<file path="src/rtl/kalman_lowpass_smoother_top_defines.svh">
`ifndef KALMAN_LOWPASS_SMOOTHER_TOP_DEFINES_SVH
`define KALMAN_LOWPASS_SMOOTHER_TOP_DEFINES_SVH

// same-cycle implication, sampled on i_clk, off during reset
`define KLS_ASSERT_NOW(lbl, ante, cons, msg) \
    lbl: assert property (@(posedge i_clk) disable iff (!i_rst_n) (ante) |-> (cons)) \
        else $error(msg);

// next-cycle implication, sampled on i_clk, off during reset
`define KLS_ASSERT_NEXT(lbl, ante, cons, msg) \
    lbl: assert property (@(posedge i_clk) disable iff (!i_rst_n) (ante) |=> (cons)) \
        else $error(msg);

`endif

</file>
<file path="src/rtl/kls_pkg.sv">
package kls_pkg;

    localparam int KLS_SAMPLE_BITS   = 16;
    localparam int KLS_FRACTION_BITS = 16;

    localparam int COV_W      = 32;
    localparam int GAIN_W     = COV_W + 1;
    localparam int ALPHA_W    = 17;
    localparam int CFG_DATA_W = 32;
    localparam int CFG_IDX_W  = 3;

    // gain/covariance products shift by 32, alpha products by 16
    localparam int GAIN_SH  = COV_W;
    localparam int ALPHA_SH = ALPHA_W - 1;

    // shared multiplier takes the wide operand in a low and a high slice
    localparam int MUL_LO_W = 16;
    localparam int MUL_HI_W = GAIN_W - MUL_LO_W;

    localparam int DIV_STEPS = GAIN_W;
    localparam int CNT_W     = $clog2(DIV_STEPS);

    localparam logic [GAIN_W-1:0]  GAIN_ONE  = GAIN_W'(1) << COV_W;
    localparam logic [ALPHA_W-1:0] ALPHA_ONE = ALPHA_W'(1) << ALPHA_SH;

    localparam logic [COV_W-1:0]   Q_RST        = 32'd300648;
    localparam logic [COV_W-1:0]   R_RST        = 32'd1288490;
    localparam logic [COV_W-1:0]   INIT_COV_RST = 32'd85899346;
    localparam logic [ALPHA_W-1:0] ALPHA_RST    = 17'd42819;
    localparam logic               BYPASS_RST   = 1'b0;

    typedef enum logic [CFG_IDX_W-1:0] {
        CFG_PROCESS_NOISE         = 3'd0,
        CFG_MEASUREMENT_NOISE     = 3'd1,
        CFG_INITIAL_COVARIANCE    = 3'd2,
        CFG_SMOOTHING_COEFFICIENT = 3'd3,
        CFG_BYPASS                = 3'd4
    } t_cfg_idx;

    typedef enum logic [3:0] {
        DP_NOP,
        DP_CAPTURE,
        DP_DIV_INIT,
        DP_DIV_STEP,
        DP_GAIN,
        DP_MUL_E_LO,
        DP_MUL_E_HI,
        DP_UPD_E,
        DP_MUL_P_LO,
        DP_MUL_P_HI,
        DP_UPD_P,
        DP_DIFF_Y,
        DP_MUL_Y_LO,
        DP_MUL_Y_HI,
        DP_UPD_Y
    } t_dp_op;

    typedef struct packed {
        t_dp_op op;
        logic   out_load;
    } t_cmd;

    typedef struct packed {
        logic div_last;
    } t_stat;

    typedef struct packed {
        logic [COV_W-1:0]   q;
        logic [COV_W-1:0]   r;
        logic [ALPHA_W-1:0] alpha;
        logic               bypass;
    } t_cfg;

    typedef struct packed {
        logic             clear;
        logic [COV_W-1:0] init;
    } t_clr;

endpackage

</file>
<file path="src/rtl/kls_ctrl.sv">
`include "kalman_lowpass_smoother_top_defines.svh"

module kls_ctrl
    import kls_pkg::*;
(
    input  logic  i_clk,
    input  logic  i_rst_n,
    input  logic  i_in_valid,
    output logic  o_in_stall,
    output logic  o_out_valid,
    input  logic  i_out_stall,
    input  logic  i_bypass,
    input  t_stat i_stat,
    output t_cmd  o_cmd
);

    typedef enum logic [3:0] {
        S_IDLE,
        S_LOAD,
        S_DIV,
        S_GAIN,
        S_ME_LO,
        S_ME_HI,
        S_UPD_E,
        S_MP_LO,
        S_MP_HI,
        S_UPD_P,
        S_DIFF_Y,
        S_MY_LO,
        S_MY_HI,
        S_UPD_Y,
        S_DONE
    } t_state;

    t_state r_state;
    t_state n_state;
    logic   r_out_valid;
    logic   n_out_valid;
    logic   accept;
    logic   slot_free;

    assign o_in_stall  = (r_state != S_IDLE);
    assign o_out_valid = r_out_valid;
    assign accept      = i_in_valid && (r_state == S_IDLE);
    assign slot_free   = !r_out_valid || !i_out_stall;

    always_comb begin
        n_state        = r_state;
        o_cmd.op       = DP_NOP;
        o_cmd.out_load = 1'b0;
        unique case (r_state)
            S_IDLE: begin
                if (accept) begin
                    o_cmd.op = DP_CAPTURE;
                    n_state  = i_bypass ? S_DONE : S_LOAD;
                end
            end
            S_LOAD: begin
                o_cmd.op = DP_DIV_INIT;
                n_state  = S_DIV;
            end
            S_DIV: begin
                o_cmd.op = DP_DIV_STEP;
                if (i_stat.div_last) begin
                    n_state = S_GAIN;
                end
            end
            S_GAIN: begin
                o_cmd.op = DP_GAIN;
                n_state  = S_ME_LO;
            end
            S_ME_LO: begin
                o_cmd.op = DP_MUL_E_LO;
                n_state  = S_ME_HI;
            end
            S_ME_HI: begin
                o_cmd.op = DP_MUL_E_HI;
                n_state  = S_UPD_E;
            end
            S_UPD_E: begin
                o_cmd.op = DP_UPD_E;
                n_state  = S_MP_LO;
            end
            S_MP_LO: begin
                o_cmd.op = DP_MUL_P_LO;
                n_state  = S_MP_HI;
            end
            S_MP_HI: begin
                o_cmd.op = DP_MUL_P_HI;
                n_state  = S_UPD_P;
            end
            S_UPD_P: begin
                o_cmd.op = DP_UPD_P;
                n_state  = S_DIFF_Y;
            end
            S_DIFF_Y: begin
                o_cmd.op = DP_DIFF_Y;
                n_state  = S_MY_LO;
            end
            S_MY_LO: begin
                o_cmd.op = DP_MUL_Y_LO;
                n_state  = S_MY_HI;
            end
            S_MY_HI: begin
                o_cmd.op = DP_MUL_Y_HI;
                n_state  = S_UPD_Y;
            end
            S_UPD_Y: begin
                o_cmd.op = DP_UPD_Y;
                n_state  = S_DONE;
            end
            S_DONE: begin
                if (slot_free) begin
                    o_cmd.out_load = 1'b1;
                    n_state        = S_IDLE;
                end
            end
            default: begin
                n_state = S_IDLE;
            end
        endcase
    end

    always_comb begin
        n_out_valid = r_out_valid;
        if (o_cmd.out_load) begin
            n_out_valid = 1'b1;
        end else if (!i_out_stall) begin
            n_out_valid = 1'b0;
        end
    end

    always_ff @(posedge i_clk) begin
        if (!i_rst_n) begin
            r_state     <= S_IDLE;
            r_out_valid <= 1'b0;
        end else begin
            r_state     <= n_state;
            r_out_valid <= n_out_valid;
        end
    end

    `KLS_ASSERT_NEXT(a_div_exit, r_state == S_DIV && i_stat.div_last, r_state == S_GAIN, "divider did not hand over after its last step")
    `KLS_ASSERT_NEXT(a_bypass_path, r_state == S_IDLE && i_in_valid && i_bypass, r_state == S_DONE, "bypass transaction entered the filter sequence")
    `KLS_ASSERT_NEXT(a_done_exit, r_state == S_DONE && o_cmd.out_load, r_state == S_IDLE && r_out_valid, "result load did not present a transaction")

endmodule

</file>
<file path="src/rtl/kls_dp.sv">
`include "kalman_lowpass_smoother_top_defines.svh"

module kls_dp
    import kls_pkg::*;
#(
    parameter int SAMPLE_BITS   = KLS_SAMPLE_BITS,
    parameter int FRACTION_BITS = KLS_FRACTION_BITS
) (
    input  logic                          i_clk,
    input  logic                          i_rst_n,
    input  t_cmd                          i_cmd,
    output t_stat                         o_stat,
    input  t_cfg                          i_cfg,
    input  t_clr                          i_clr,
    input  logic signed [SAMPLE_BITS-1:0] i_raw_sample,
    output logic signed [SAMPLE_BITS-1:0] o_kalman_value,
    output logic signed [SAMPLE_BITS-1:0] o_smoothed_value
);

    localparam int EW    = SAMPLE_BITS + FRACTION_BITS;
    localparam int MW    = EW + 1;
    localparam int AW    = (MW > COV_W) ? MW : COV_W;
    localparam int PW    = AW + MUL_HI_W;
    localparam int ACC_W = AW + GAIN_W;
    localparam int OW    = SAMPLE_BITS + 1;
    localparam int RW    = COV_W + 2;

    localparam logic [MW-1:0] ROUND_HALF = MW'(1) << (FRACTION_BITS - 1);
    localparam logic [SAMPLE_BITS-1:0] SAT_MAX = {1'b0, {(SAMPLE_BITS-1){1'b1}}};
    localparam logic [SAMPLE_BITS-1:0] SAT_MIN = {1'b1, {(SAMPLE_BITS-1){1'b0}}};

    // filter state
    logic [EW-1:0]    r_est;
    logic [EW-1:0]    r_y;
    logic [COV_W-1:0] r_p;
    logic [CNT_W-1:0] r_cnt;

    // per-transaction working registers
    logic [SAMPLE_BITS-1:0] r_raw;
    logic [COV_W-1:0]       r_pp;
    logic [COV_W:0]         r_den;
    logic [RW-1:0]          r_rem;
    logic [GAIN_W-1:0]      r_q;
    logic [GAIN_W-1:0]      r_gain;
    logic [GAIN_W-1:0]      r_cgain;
    logic [MW-1:0]          r_mag;
    logic                   r_neg;
    logic [ACC_W-1:0]       r_acc;
    logic signed [SAMPLE_BITS-1:0] r_kal;
    logic signed [SAMPLE_BITS-1:0] r_smo;

    logic [EW-1:0]     x;
    logic [COV_W:0]    pp_sum;
    logic [COV_W-1:0]  pp_sat;
    logic [RW-1:0]     div_t;
    logic [RW-1:0]     div_sub;
    logic              div_ge;
    logic [EW-1:0]     diff_tgt;
    logic [EW-1:0]     diff_base;
    logic [MW-1:0]     diff;
    logic              diff_neg;
    logic [MW-1:0]     diff_mag;
    logic [AW-1:0]     mul_a;
    logic [GAIN_W-1:0] mul_b;
    logic              mul_hi;
    logic [MUL_HI_W-1:0] b_part;
    logic [PW-1:0]     prod;
    logic [MW-1:0]     step_e;
    logic [MW-1:0]     step_y;
    logic [MW-1:0]     est_sum;
    logic [MW-1:0]     y_sum;
    logic [COV_W-1:0]  p_next;

    function automatic logic [SAMPLE_BITS-1:0] f_round_sat(input logic [EW-1:0] v);
        logic [MW-1:0]          t;
        logic [OW-1:0]          r;
        logic [SAMPLE_BITS-1:0] res;
        t = {v[EW-1], v} + ROUND_HALF;
        r = t[MW-1:FRACTION_BITS];
        if (r[OW-1] != r[OW-2]) begin
            res = r[OW-1] ? SAT_MIN : SAT_MAX;
        end else begin
            res = r[SAMPLE_BITS-1:0];
        end
        return res;
    endfunction

    assign x = {r_raw, {FRACTION_BITS{1'b0}}};

    assign pp_sum = {1'b0, r_p} + {1'b0, i_cfg.q};
    assign pp_sat = pp_sum[COV_W] ? {COV_W{1'b1}} : pp_sum[COV_W-1:0];

    // restoring divider: first step compares the unshifted remainder (gain bit 32)
    assign div_t   = (r_cnt == '0) ? r_rem : {r_rem[RW-2:0], 1'b0};
    assign div_ge  = (div_t >= {1'b0, r_den});
    assign div_sub = div_t - {1'b0, r_den};

    assign diff_tgt  = (i_cmd.op == DP_DIV_INIT) ? x : r_est;
    assign diff_base = (i_cmd.op == DP_DIV_INIT) ? r_est : r_y;
    assign diff      = {diff_tgt[EW-1], diff_tgt} - {diff_base[EW-1], diff_base};
    assign diff_neg  = diff[MW-1];
    assign diff_mag  = diff_neg ? (MW'(0) - diff) : diff;

    always_comb begin
        mul_a = AW'(r_mag);
        mul_b = r_gain;
        case (i_cmd.op) inside
            DP_MUL_P_LO, DP_MUL_P_HI: begin
                mul_a = AW'(r_pp);
                mul_b = r_cgain;
            end
            DP_MUL_Y_LO, DP_MUL_Y_HI: begin
                mul_b = GAIN_W'(i_cfg.alpha);
            end
            default: begin
            end
        endcase
    end

    assign mul_hi = (i_cmd.op == DP_MUL_E_HI) || (i_cmd.op == DP_MUL_P_HI)
                 || (i_cmd.op == DP_MUL_Y_HI);
    assign b_part = mul_hi ? mul_b[GAIN_W-1:MUL_LO_W] : MUL_HI_W'(mul_b[MUL_LO_W-1:0]);
    assign prod   = PW'(mul_a) * PW'(b_part);

    // round half up on the magnitude, sign applied afterwards
    assign step_e  = r_acc[GAIN_SH +: MW] + MW'(r_acc[GAIN_SH-1]);
    assign step_y  = r_acc[ALPHA_SH +: MW] + MW'(r_acc[ALPHA_SH-1]);
    assign est_sum = r_neg ? ({r_est[EW-1], r_est} - step_e) : ({r_est[EW-1], r_est} + step_e);
    assign y_sum   = r_neg ? ({r_y[EW-1], r_y} - step_y) : ({r_y[EW-1], r_y} + step_y);
    assign p_next  = r_acc[GAIN_SH +: COV_W] + COV_W'(r_acc[GAIN_SH-1]);

    assign o_stat.div_last = (r_cnt == CNT_W'(DIV_STEPS - 1));

    always_ff @(posedge i_clk) begin
        if (!i_rst_n) begin
            r_est <= '0;
            r_y   <= '0;
            r_p   <= INIT_COV_RST;
            r_cnt <= '0;
        end else if (i_clr.clear) begin
            r_est <= '0;
            r_y   <= '0;
            r_p   <= i_clr.init;
        end else begin
            case (i_cmd.op)
                DP_DIV_INIT: r_cnt <= '0;
                DP_DIV_STEP: r_cnt <= r_cnt + CNT_W'(1);
                DP_UPD_E:    r_est <= est_sum[EW-1:0];
                DP_UPD_P:    r_p   <= p_next;
                DP_UPD_Y:    r_y   <= y_sum[EW-1:0];
                default: begin
                end
            endcase
        end
    end

    always_ff @(posedge i_clk) begin
        case (i_cmd.op) inside
            DP_CAPTURE: begin
                r_raw <= i_raw_sample;
                r_pp  <= pp_sat;
            end
            DP_DIV_INIT: begin
                r_den <= {1'b0, r_pp} + {1'b0, i_cfg.r};
                r_rem <= RW'(r_pp);
                r_q   <= '0;
                r_mag <= diff_mag;
                r_neg <= diff_neg;
            end
            DP_DIV_STEP: begin
                r_rem <= div_ge ? div_sub : div_t;
                r_q   <= {r_q[GAIN_W-2:0], div_ge};
            end
            DP_GAIN: begin
                r_gain <= (r_den == '0) ? '0 : r_q;
            end
            DP_MUL_E_LO, DP_MUL_P_LO, DP_MUL_Y_LO: begin
                r_acc <= ACC_W'(prod);
            end
            DP_MUL_E_HI, DP_MUL_P_HI, DP_MUL_Y_HI: begin
                r_acc <= r_acc + (ACC_W'(prod) << MUL_LO_W);
            end
            DP_UPD_E: begin
                r_cgain <= GAIN_ONE - r_gain;
            end
            DP_DIFF_Y: begin
                r_mag <= diff_mag;
                r_neg <= diff_neg;
            end
            default: begin
            end
        endcase
        if (i_cmd.out_load) begin
            if (i_cfg.bypass) begin
                r_kal <= r_raw;
                r_smo <= r_raw;
            end else begin
                r_kal <= f_round_sat(r_est);
                r_smo <= f_round_sat(r_y);
            end
        end
    end

    assign o_kalman_value   = r_kal;
    assign o_smoothed_value = r_smo;

    `KLS_ASSERT_NEXT(a_rem_bound, i_cmd.op == DP_DIV_STEP, r_rem < {1'b0, r_den} || r_den == '0, "divider remainder not below divisor")
    `KLS_ASSERT_NEXT(a_gain_max, i_cmd.op == DP_GAIN, r_gain <= GAIN_ONE, "Kalman gain above one")
    `KLS_ASSERT_NEXT(a_cov_shrink, i_cmd.op == DP_UPD_P && !i_clr.clear, r_p <= $past(r_pp), "updated covariance above predicted covariance")

endmodule

</file>
<file path="src/rtl/kalman_lowpass_smoother_top.sv">
// Kalman estimate plus first-order low-pass, one result transaction per input transaction.
// Filter path: a 33-step restoring gain divider, then a shared two-slice multiplier for the
// estimate, covariance and low-pass updates. Bypass path: capture goes straight to the result.
// Input stalls while a transaction is in sequence. A waiting result does not block the next input.
// Synchronous active-low reset loads register defaults, zeroes estimate and low-pass,
// loads covariance from its initial value. Any valid config write does the same clear.
module kalman_lowpass_smoother_top
    import kls_pkg::*;
#(
    parameter int SAMPLE_BITS   = KLS_SAMPLE_BITS,
    parameter int FRACTION_BITS = KLS_FRACTION_BITS
) (
    input  logic                          i_clk,
    input  logic                          i_rst_n,
    input  logic                          i_in_valid,
    output logic                          o_in_stall,
    input  logic signed [SAMPLE_BITS-1:0] i_raw_sample,
    output logic                          o_out_valid,
    input  logic                          i_out_stall,
    output logic signed [SAMPLE_BITS-1:0] o_kalman_value,
    output logic signed [SAMPLE_BITS-1:0] o_smoothed_value,
    input  logic                          i_cfg_we,
    input  logic [CFG_IDX_W-1:0]          i_cfg_index,
    input  logic [CFG_DATA_W-1:0]         i_cfg_wdata
);

    logic [COV_W-1:0]   r_q;
    logic [COV_W-1:0]   r_r;
    logic [COV_W-1:0]   r_init;
    logic [ALPHA_W-1:0] r_alpha;
    logic               r_bypass;

    logic  idx_valid;
    t_cfg  cfg;
    t_clr  clr;
    t_cmd  cmd;
    t_stat stat;

    always_comb begin
        idx_valid = 1'b0;
        clr.init  = r_init;
        unique case (i_cfg_index) inside
            CFG_PROCESS_NOISE, CFG_MEASUREMENT_NOISE,
            CFG_SMOOTHING_COEFFICIENT, CFG_BYPASS: begin
                idx_valid = 1'b1;
            end
            CFG_INITIAL_COVARIANCE: begin
                idx_valid = 1'b1;
                clr.init  = i_cfg_wdata[COV_W-1:0];
            end
            default: begin
                idx_valid = 1'b0;
            end
        endcase
        clr.clear = i_cfg_we && idx_valid;
    end

    always_ff @(posedge i_clk) begin
        if (!i_rst_n) begin
            r_q      <= Q_RST;
            r_r      <= R_RST;
            r_init   <= INIT_COV_RST;
            r_alpha  <= ALPHA_RST;
            r_bypass <= BYPASS_RST;
        end else if (i_cfg_we) begin
            unique case (i_cfg_index)
                CFG_PROCESS_NOISE:         r_q      <= i_cfg_wdata[COV_W-1:0];
                CFG_MEASUREMENT_NOISE:     r_r      <= i_cfg_wdata[COV_W-1:0];
                CFG_INITIAL_COVARIANCE:    r_init   <= i_cfg_wdata[COV_W-1:0];
                CFG_SMOOTHING_COEFFICIENT: r_alpha  <= i_cfg_wdata[ALPHA_W-1:0];
                CFG_BYPASS:                r_bypass <= i_cfg_wdata[0];
                default: begin
                end
            endcase
        end
    end

    // alpha above one acts as one
    assign cfg.q      = r_q;
    assign cfg.r      = r_r;
    assign cfg.alpha  = (r_alpha > ALPHA_ONE) ? ALPHA_ONE : r_alpha;
    assign cfg.bypass = r_bypass;

    kls_ctrl u_ctrl (
        .i_clk       (i_clk),
        .i_rst_n     (i_rst_n),
        .i_in_valid  (i_in_valid),
        .o_in_stall  (o_in_stall),
        .o_out_valid (o_out_valid),
        .i_out_stall (i_out_stall),
        .i_bypass    (r_bypass),
        .i_stat      (stat),
        .o_cmd       (cmd)
    );

    kls_dp #(
        .SAMPLE_BITS   (SAMPLE_BITS),
        .FRACTION_BITS (FRACTION_BITS)
    ) u_dp (
        .i_clk            (i_clk),
        .i_rst_n          (i_rst_n),
        .i_cmd            (cmd),
        .o_stat           (stat),
        .i_cfg            (cfg),
        .i_clr            (clr),
        .i_raw_sample     (i_raw_sample),
        .o_kalman_value   (o_kalman_value),
        .o_smoothed_value (o_smoothed_value)
    );

endmodule

</file>
<file path="config.mk">
export PLATFORM = sky130hd
export DESIGN_NAME = kalman_lowpass_smoother_top
export DESIGN_NICKNAME = d
export VERILOG_FILES = /design/src/rtl/kls_pkg.sv /design/src/rtl/kls_ctrl.sv /design/src/rtl/kls_dp.sv /design/src/rtl/kalman_lowpass_smoother_top.sv
export VERILOG_INCLUDE_DIRS = /design/src /design/src/rtl
export SDC_FILE = /design/constraint.sdc
export NUM_CORES = 2
export LEC_CHECK = 0
export BUFFER_PORTS_ARGS = -buffer_cell sky130_fd_sc_hd__buf_2
export CORE_ASPECT_RATIO = 1.2
export CORE_MARGIN = 10
export CORE_UTILIZATION = 55
export CTS_BUF_LIST = sky130_fd_sc_hd__clkbuf_2
export CTS_CLUSTER_DIAMETER = 100
export CTS_CLUSTER_SIZE = 24
export DETAILED_ROUTE_END_ITERATION = 10
export GPL_TIMING_DRIVEN = 0
export HOLD_SLACK_MARGIN = 0.03
export PLACE_DENSITY = 0.75
export SLEW_MARGIN = 25
export SYNTH_ARGS = -nofsm -noshare
export SYNTH_HDL_FRONTEND = slang
export SYNTH_SLANG_ARGS = --single-unit
</file>
<file path="constraint.sdc">
create_clock -name i_clk -period 12.9 [get_ports i_clk]
set_clock_uncertainty 0.2 [all_clocks]
set_input_delay 0.645 -clock i_clk [delete_from_list [all_inputs] [get_ports i_clk]]
set_output_delay 0.645 -clock i_clk [all_outputs]
set_load 0.01 [all_outputs]
</file>
# == Yosys cells after proc, flatten, opt, wreduce, memory -nomap -nowiden ==
# Cells that the tools add are included.
# op_classes
add_sub_neg,17
n_mul,1
order_cmp,2
n_eq_ne,44
muxes,53
n_bitwise,8
n_reduce_logical,34
# op_table
op,count
2-to-1 mux 33 bit,12
2-to-1 mux 32 bit,8
2-to-1 mux 34 bit,3
adder 32 x 1 -> 32 bit,3
2-to-1 mux 16 bit,6
"adder 32 x 17 -> 33 bit, second input constant",2
adder 32 x 32 -> 33 bit,2
adder 66 bit,1
2-to-1 mux 66 bit,1
adder 32 bit,2
subtractor 32 bit,2
case mux 4 bit (15 select lines),1
"== test 4 bit, second input constant",14
case mux 4 bit (14 select lines),1
multiplier 33 x 17 -> 50 bit,1
2-to-1 mux 50 bit,1
>= comparator 34 x 33 -> 1 bit,1
2-to-1 mux 17 bit,2
subtractor 34 x 33 -> 34 bit,1
zero test 33 bit,1
"subtractor 1 x 33 -> 33 bit, first input constant",1
subtractor 32 x 32 -> 33 bit,1
"subtractor 33 bit, first input constant",1
"== test 4 x 3 -> 1 bit, second input constant",8
31 further kinds,83
# word_totals
register_bits,567
inputBits,56

# == Logic depth before layout (Yosys ltp) ==
# logic_depth
word_depth,16
ltp_mapped,46

# == By module ==
# A second synthesis with hierarchy kept.
# unflattened
hier_cells,6715
hier_area_um2,57654.0
# by_module_without_submodules
mod,n_inst,cells_each,area_per_inst_um2,seq_area_each_um2
kls_dp,1,6096,52481.6,11921.4
kalman_lowpass_smoother_top,1,567,4775.8,2282.2
kls_ctrl,1,52,396.6,100.1

# == Least setup slack after synthesis ==
# No wires, ideal clock.
# synth_path
path_type,register to register
start,register u_ctrl.r_state[3]
end,"register u_dp.r_acc[62], data pin"
arrival_time_ps,9605
t_required_ps,12437
slack_ps,2832
stages_incl_launch_ff,43
cell_sequence,dfxtp_1 clkbuf_1 nand2b_1 nor2_1 a21oi_1 or2_2 a21oi_1 clkbuf_1 nand2_1 a21oi_1 nor2_1 a31oi_1 clkbuf_1 nand2_1 fa_1 inv_1 fa_1 fa_1 [7 not listed] nand4_1 or4_1 o22ai_1 or3_1 a31oi_1 o31ai_1 a31oi_1 xnor2_1 ha_1 a21o_1 a21o_1 a21o_1 a21o_1 a21oi_1 o21ai_0 o21ba_2 o21ai_0 mux2i_1
# synth_via
elab_chain_cells,12
elab_cells_between_ends,35
# synth_rtl
element,line_no,rtl
start: declaration,kls_ctrl.sv:35,t_state r_state;
start signal: assignment,kls_ctrl.sv:138,r_state <= n_state;
zero test 4 bit,"kls_ctrl.sv:44, kls_ctrl.sv:51",
logical AND 1 bit,kls_ctrl.sv:44,assign accept = i_in_valid && (r_state == S_IDLE);
2-to-1 mux 1 bit,kls_ctrl.sv:53,if (accept) begin
case mux 4 bit (14 select lines) (*),kls_ctrl.sv:51,unique case (r_state)
"== test 4 bit, on equally long branches",--,
OR reduction 2 bit,kls_dp.sv:107,case (i_cmd.op) inside
2-to-1 mux 33 bit (2 in a row),kls_dp.sv:107,
2-to-1 mux 17 bit,kls_dp.sv:122,assign b_part = mul_hi ? mul_b[GAIN_W-1:MUL_LO_W] : MUL_HI_W'(mul_b[MUL_LO_W-1:0]);
multiplier 33 x 17 -> 50 bit,kls_dp.sv:123,assign prod = PW'(mul_a) * PW'(b_part);
adder 66 bit,kls_dp.sv:181,r_acc <= r_acc + (ACC_W'(prod) << MUL_LO_W);
2-to-1 mux 66 bit,kls_dp.sv:158,case (i_cmd.op) inside
end signal: assignment,kls_dp.sv:178,r_acc <= ACC_W'(prod);
end signal: assignment,kls_dp.sv:181,
end: declaration,kls_dp.sv:48,logic [ACC_W-1:0] r_acc;
# Every way passes the cells marked *; elsewhere a longest branch is shown, timed or not. The select of a mux whose other input is x is not followed.
# A chain may end at the register's enable or synchronous reset.

# == Final worst setup path ==
# layout_path
start,register u_ctrl.r_state[3]
end,"register u_dp.r_acc[63], data pin"
# Same word-level chain as after synthesis.

==> impl_results.md <==
- Clk_lat worst skew: 1.32 ns
- Most frequent cell after synthesis: nand2_1
- Worst r2r src: u_ctrl.r_state[3]
- First-pass GRT wire length: 306000 um
- I/O Pins: 90
- Reg2Reg Depth: 43
- Worst EP required: 13.79 ns
- Post-synthesis sequential area ratio: 24.7%
- Crit-path max FO: 10
- Synth warn: 0
- Worst hold stages: 5
- Core box area: 105000 um2
- Final max-slew violation count: 0
- CTS tree: built
- CTS clk-pin slew, worst paths: 0.46 ns
- Final Hold Fails: 0
- Starting Density: 55.4%
- Mapped Cells: 6888
- Initial antenna violation count: 7
- # setup viols final: 0
- Largest net degree at the start of global routing: 49
- Share of the synthesized area in the top cell type: 17.1%
- Critical path's slowest cell: clkbuf_1
- Area of the die: 119000 um2
- FF+latch area: 14300 um2
- Synth Register Bits: 550
- Crit path DAT: 13.27 ns
- Fraction of layout cells with a size suffix above 1: 4.63%
- Syn Std Cell Area: 57900 um2
- Die X-Extent: 316 um
- Worst Setup Path Type: reg -> reg
- TNS Setup: 0 ns
- Nets: 8066
- Synth area leaders: edfxtp_1 17%, fa_1 16%, ha_1 8.1%
- Port bufs: 89
- Synth area leader: edfxtp_1
- Most used cell, CP: fa_1
- Via count: 52000
- CTS HTree Levels: 2
- DRC errors left: 0
- DR iter-0 viols: 5057
- Element type at the critical path end: flop
- Worst min-delay path startpoint: i_cfg_wdata[21]
- Final min period: 12.39 ns
- Asr flop ratio synth: 0%
- Area of the multi-input gates: 39900 um2
- Tot GR Track Use: 33.5%
- Root buffer cell: clkbuf_2
- Total grt overflow: 0
- Fmax: 0.0807 GHz
- Clock buffer depth: 3
- Synth Flop Type: edfxtp_1
- Vias in the first global route: 51000
- Final ANT Viol Nets: 0
- Chip Height: 375 um
- Post-synth net total: 7791
- Worst R2R End: u_dp.r_acc[63]
- Slew @ Worst Pin: 1.18 ns
- Filler cells: 9275
- Detail-routed via count per cell: 6.06
- Outcome: finished clean
- Setup crit start kind: flop
- Clock sink count: 550
- Class of the worst hold path: in -> reg
- Area grow syn2layout: 7.67%
- Fin crit share: 96.0%
- Initial DRT Pass Iterations: 8
- DR WL/cell: 23.5 um
- Total CTS buffers: 34
- # rows: 130
- R2r setup slk: 0.51 ns
- Netlist cell types: 97
- Max Cap Viol: 0
- Mean post-synth cell area: 8.41 um2
- Post-DP HPWL: 164000 um
- Critical Path Max Stage Delay: 0.62 ns
- Post-synth EDFFs: 329
- Hold EP: u_dp.r_p[21]
- Final wirelength: 202000 um
- Slew headroom: 20.4%
- Post-synth top cells: 1218 x nand2_1, 721 x inv_1, 471 x fa_1, 457 x nor2_1, 412 x a21oi_1
- RSZ-0062 raised after global routing: false
- Routability-driven placement congestion ratio: 1.04
-- placed cells by master (no fill, tap or decap), drive strengths merged, types with 60 or more instances in the layout --
cell type | synthesis | layout
clkbuf | 265 | 310
nand4 | 70 | 70
nor3 | 97 | 97
nor2b | 88 | 88
and2 | 144 | 144
o21ai | 235 | 235
buf | 42 | 149
fa | 471 | 471
dfxtp | 221 | 221
o21a | 60 | 60
ha | 376 | 376
nand2 | 1219 | 1219
a21o | 156 | 156
xnor2 | 254 | 254
inv | 723 | 734
and3 | 73 | 73
nor2 | 458 | 458
xor2 | 177 | 177
a21oi | 413 | 413
mux2i | 126 | 126
dlygate4sd3 | 0 | 131
nand3 | 172 | 172
a31oi | 72 | 72
a21boi | 77 | 77
edfxtp | 329 | 329
-- worst max path at each step --
stage | end | slack (ns) | startpoint | cells after the start
detailed placement | u_dp.r_acc[63] | 0.20 | u_ctrl.r_state[3] | 41
global route | u_dp.r_acc[63] | 0.01 | u_ctrl.r_state[3] | 43
finish | u_dp.r_acc[63] | 0.51 | u_ctrl.r_state[3] | 43
floorplan | u_dp.r_acc[62] | 2.83 | u_ctrl.r_state[3] | 42
CTS | u_dp.r_acc[63] | 0.17 | u_ctrl.r_state[3] | 39
global placement | u_dp.r_acc[63] | -0.12 | u_ctrl.r_state[3] | 37
-- layer usage --
metal	global-route usage, %	up-vias	share of wire [%]
met2	53.9	2624	45
li1	-	23800	-
met4	21.6	6	7.8
met1	41.3	25000	38
met5	0	-	0.022
met3	5.68	611	8.8
-- worst max-delay path: cells and delay by family, from the launching register on --
family	cells	cell delay, ns
simple gates	13	2.77
buf+inv	10	1.96
fa+ha+maj	8	3.83
compound gates	11	2.63
flops	1	0.39
xor+xnor	1	0.40
-- cells by family (layout without fill, tap and decap cells) --
kind of cell / count (synthesis) / in the layout / synth area share (%)
adders and majority gates: 847 / 847 / 24.4
muxes: 170 / 170 / 3.03
buffers and inverters: 1031 / 1330 / 6.74
other: 0 / 7 / 0
DFF: 550 / 550 / 24.7
xor gates and xnor gates: 431 / 431 / 6.52
and+or+nand+nor: 2545 / 2545 / 20.1
AOI/OAI and AO/OA: 1314 / 1314 / 14.5
-- stage by stage --
stage | instance area [um2] | std cells | hold slack (ns) | utilization, % | setup WS [ns]
3_3_place_gp | 60100 | 8363 | 0.245 | 57.5 | -0.121
5_1_grt | 62300 | 8576 | 0.0832 | 59.6 | 0.0100
6_report | 62400 | 8580 | 0.0903 | 59.6 | 0.514
4_1_cts | 62300 | 8573 | 0.0326 | 59.5 | 0.169
2_1_floorplan | 57900 | 6888 | 0.233 | - | 2.83
3_5_place_dp | 60500 | 8382 | 0.256 | 57.9 | 0.196
-- sequential cells by signal, summed over array words and instances, names as in the netlist, 33 cells and up --
| name | flops |
|---|---|
| u_dp.r_acc | 49 |
| u_dp.r_cgain | 33 |
| u_dp.r_den | 33 |
| u_dp.r_gain | 33 |
| u_dp.r_mag | 33 |
| u_dp.r_q | 33 |
| u_dp.r_rem | 34 |
-- cell type report --
| class | instances | share of cell area, % |
|---|---|---|
| Sequential cell | 550 | 22.9 |
| Multi-Input combinational cell | 5307 | 64.0 |
| Clock inverter | 16 | 0.335 |
| Timing Repair Buffer | 239 | 3.28 |
| Tap cell | 1386 | 2.78 |
| Inverter | 724 | 4.36 |
| Clock buffer | 44 | 0.353 |
| Antenna cell | 7 | 0.0281 |
| Buffer | 307 | 1.95 |
-- repair_timing --
| item | in CTS | in global routing |
|---|---|---|
| gates resized for setup | 0 | 47 |
| hold buffers | 131 | 0 |
| setup buffers | 0 | 0 |
| setup endpoints to repair | 0 | 13 |
| hold endpoints to repair | 258 | 0 |
Power is left out: the tool's default activity adds up to more than one toggle a clock period on the data nets, which glitch-free logic cannot reach.
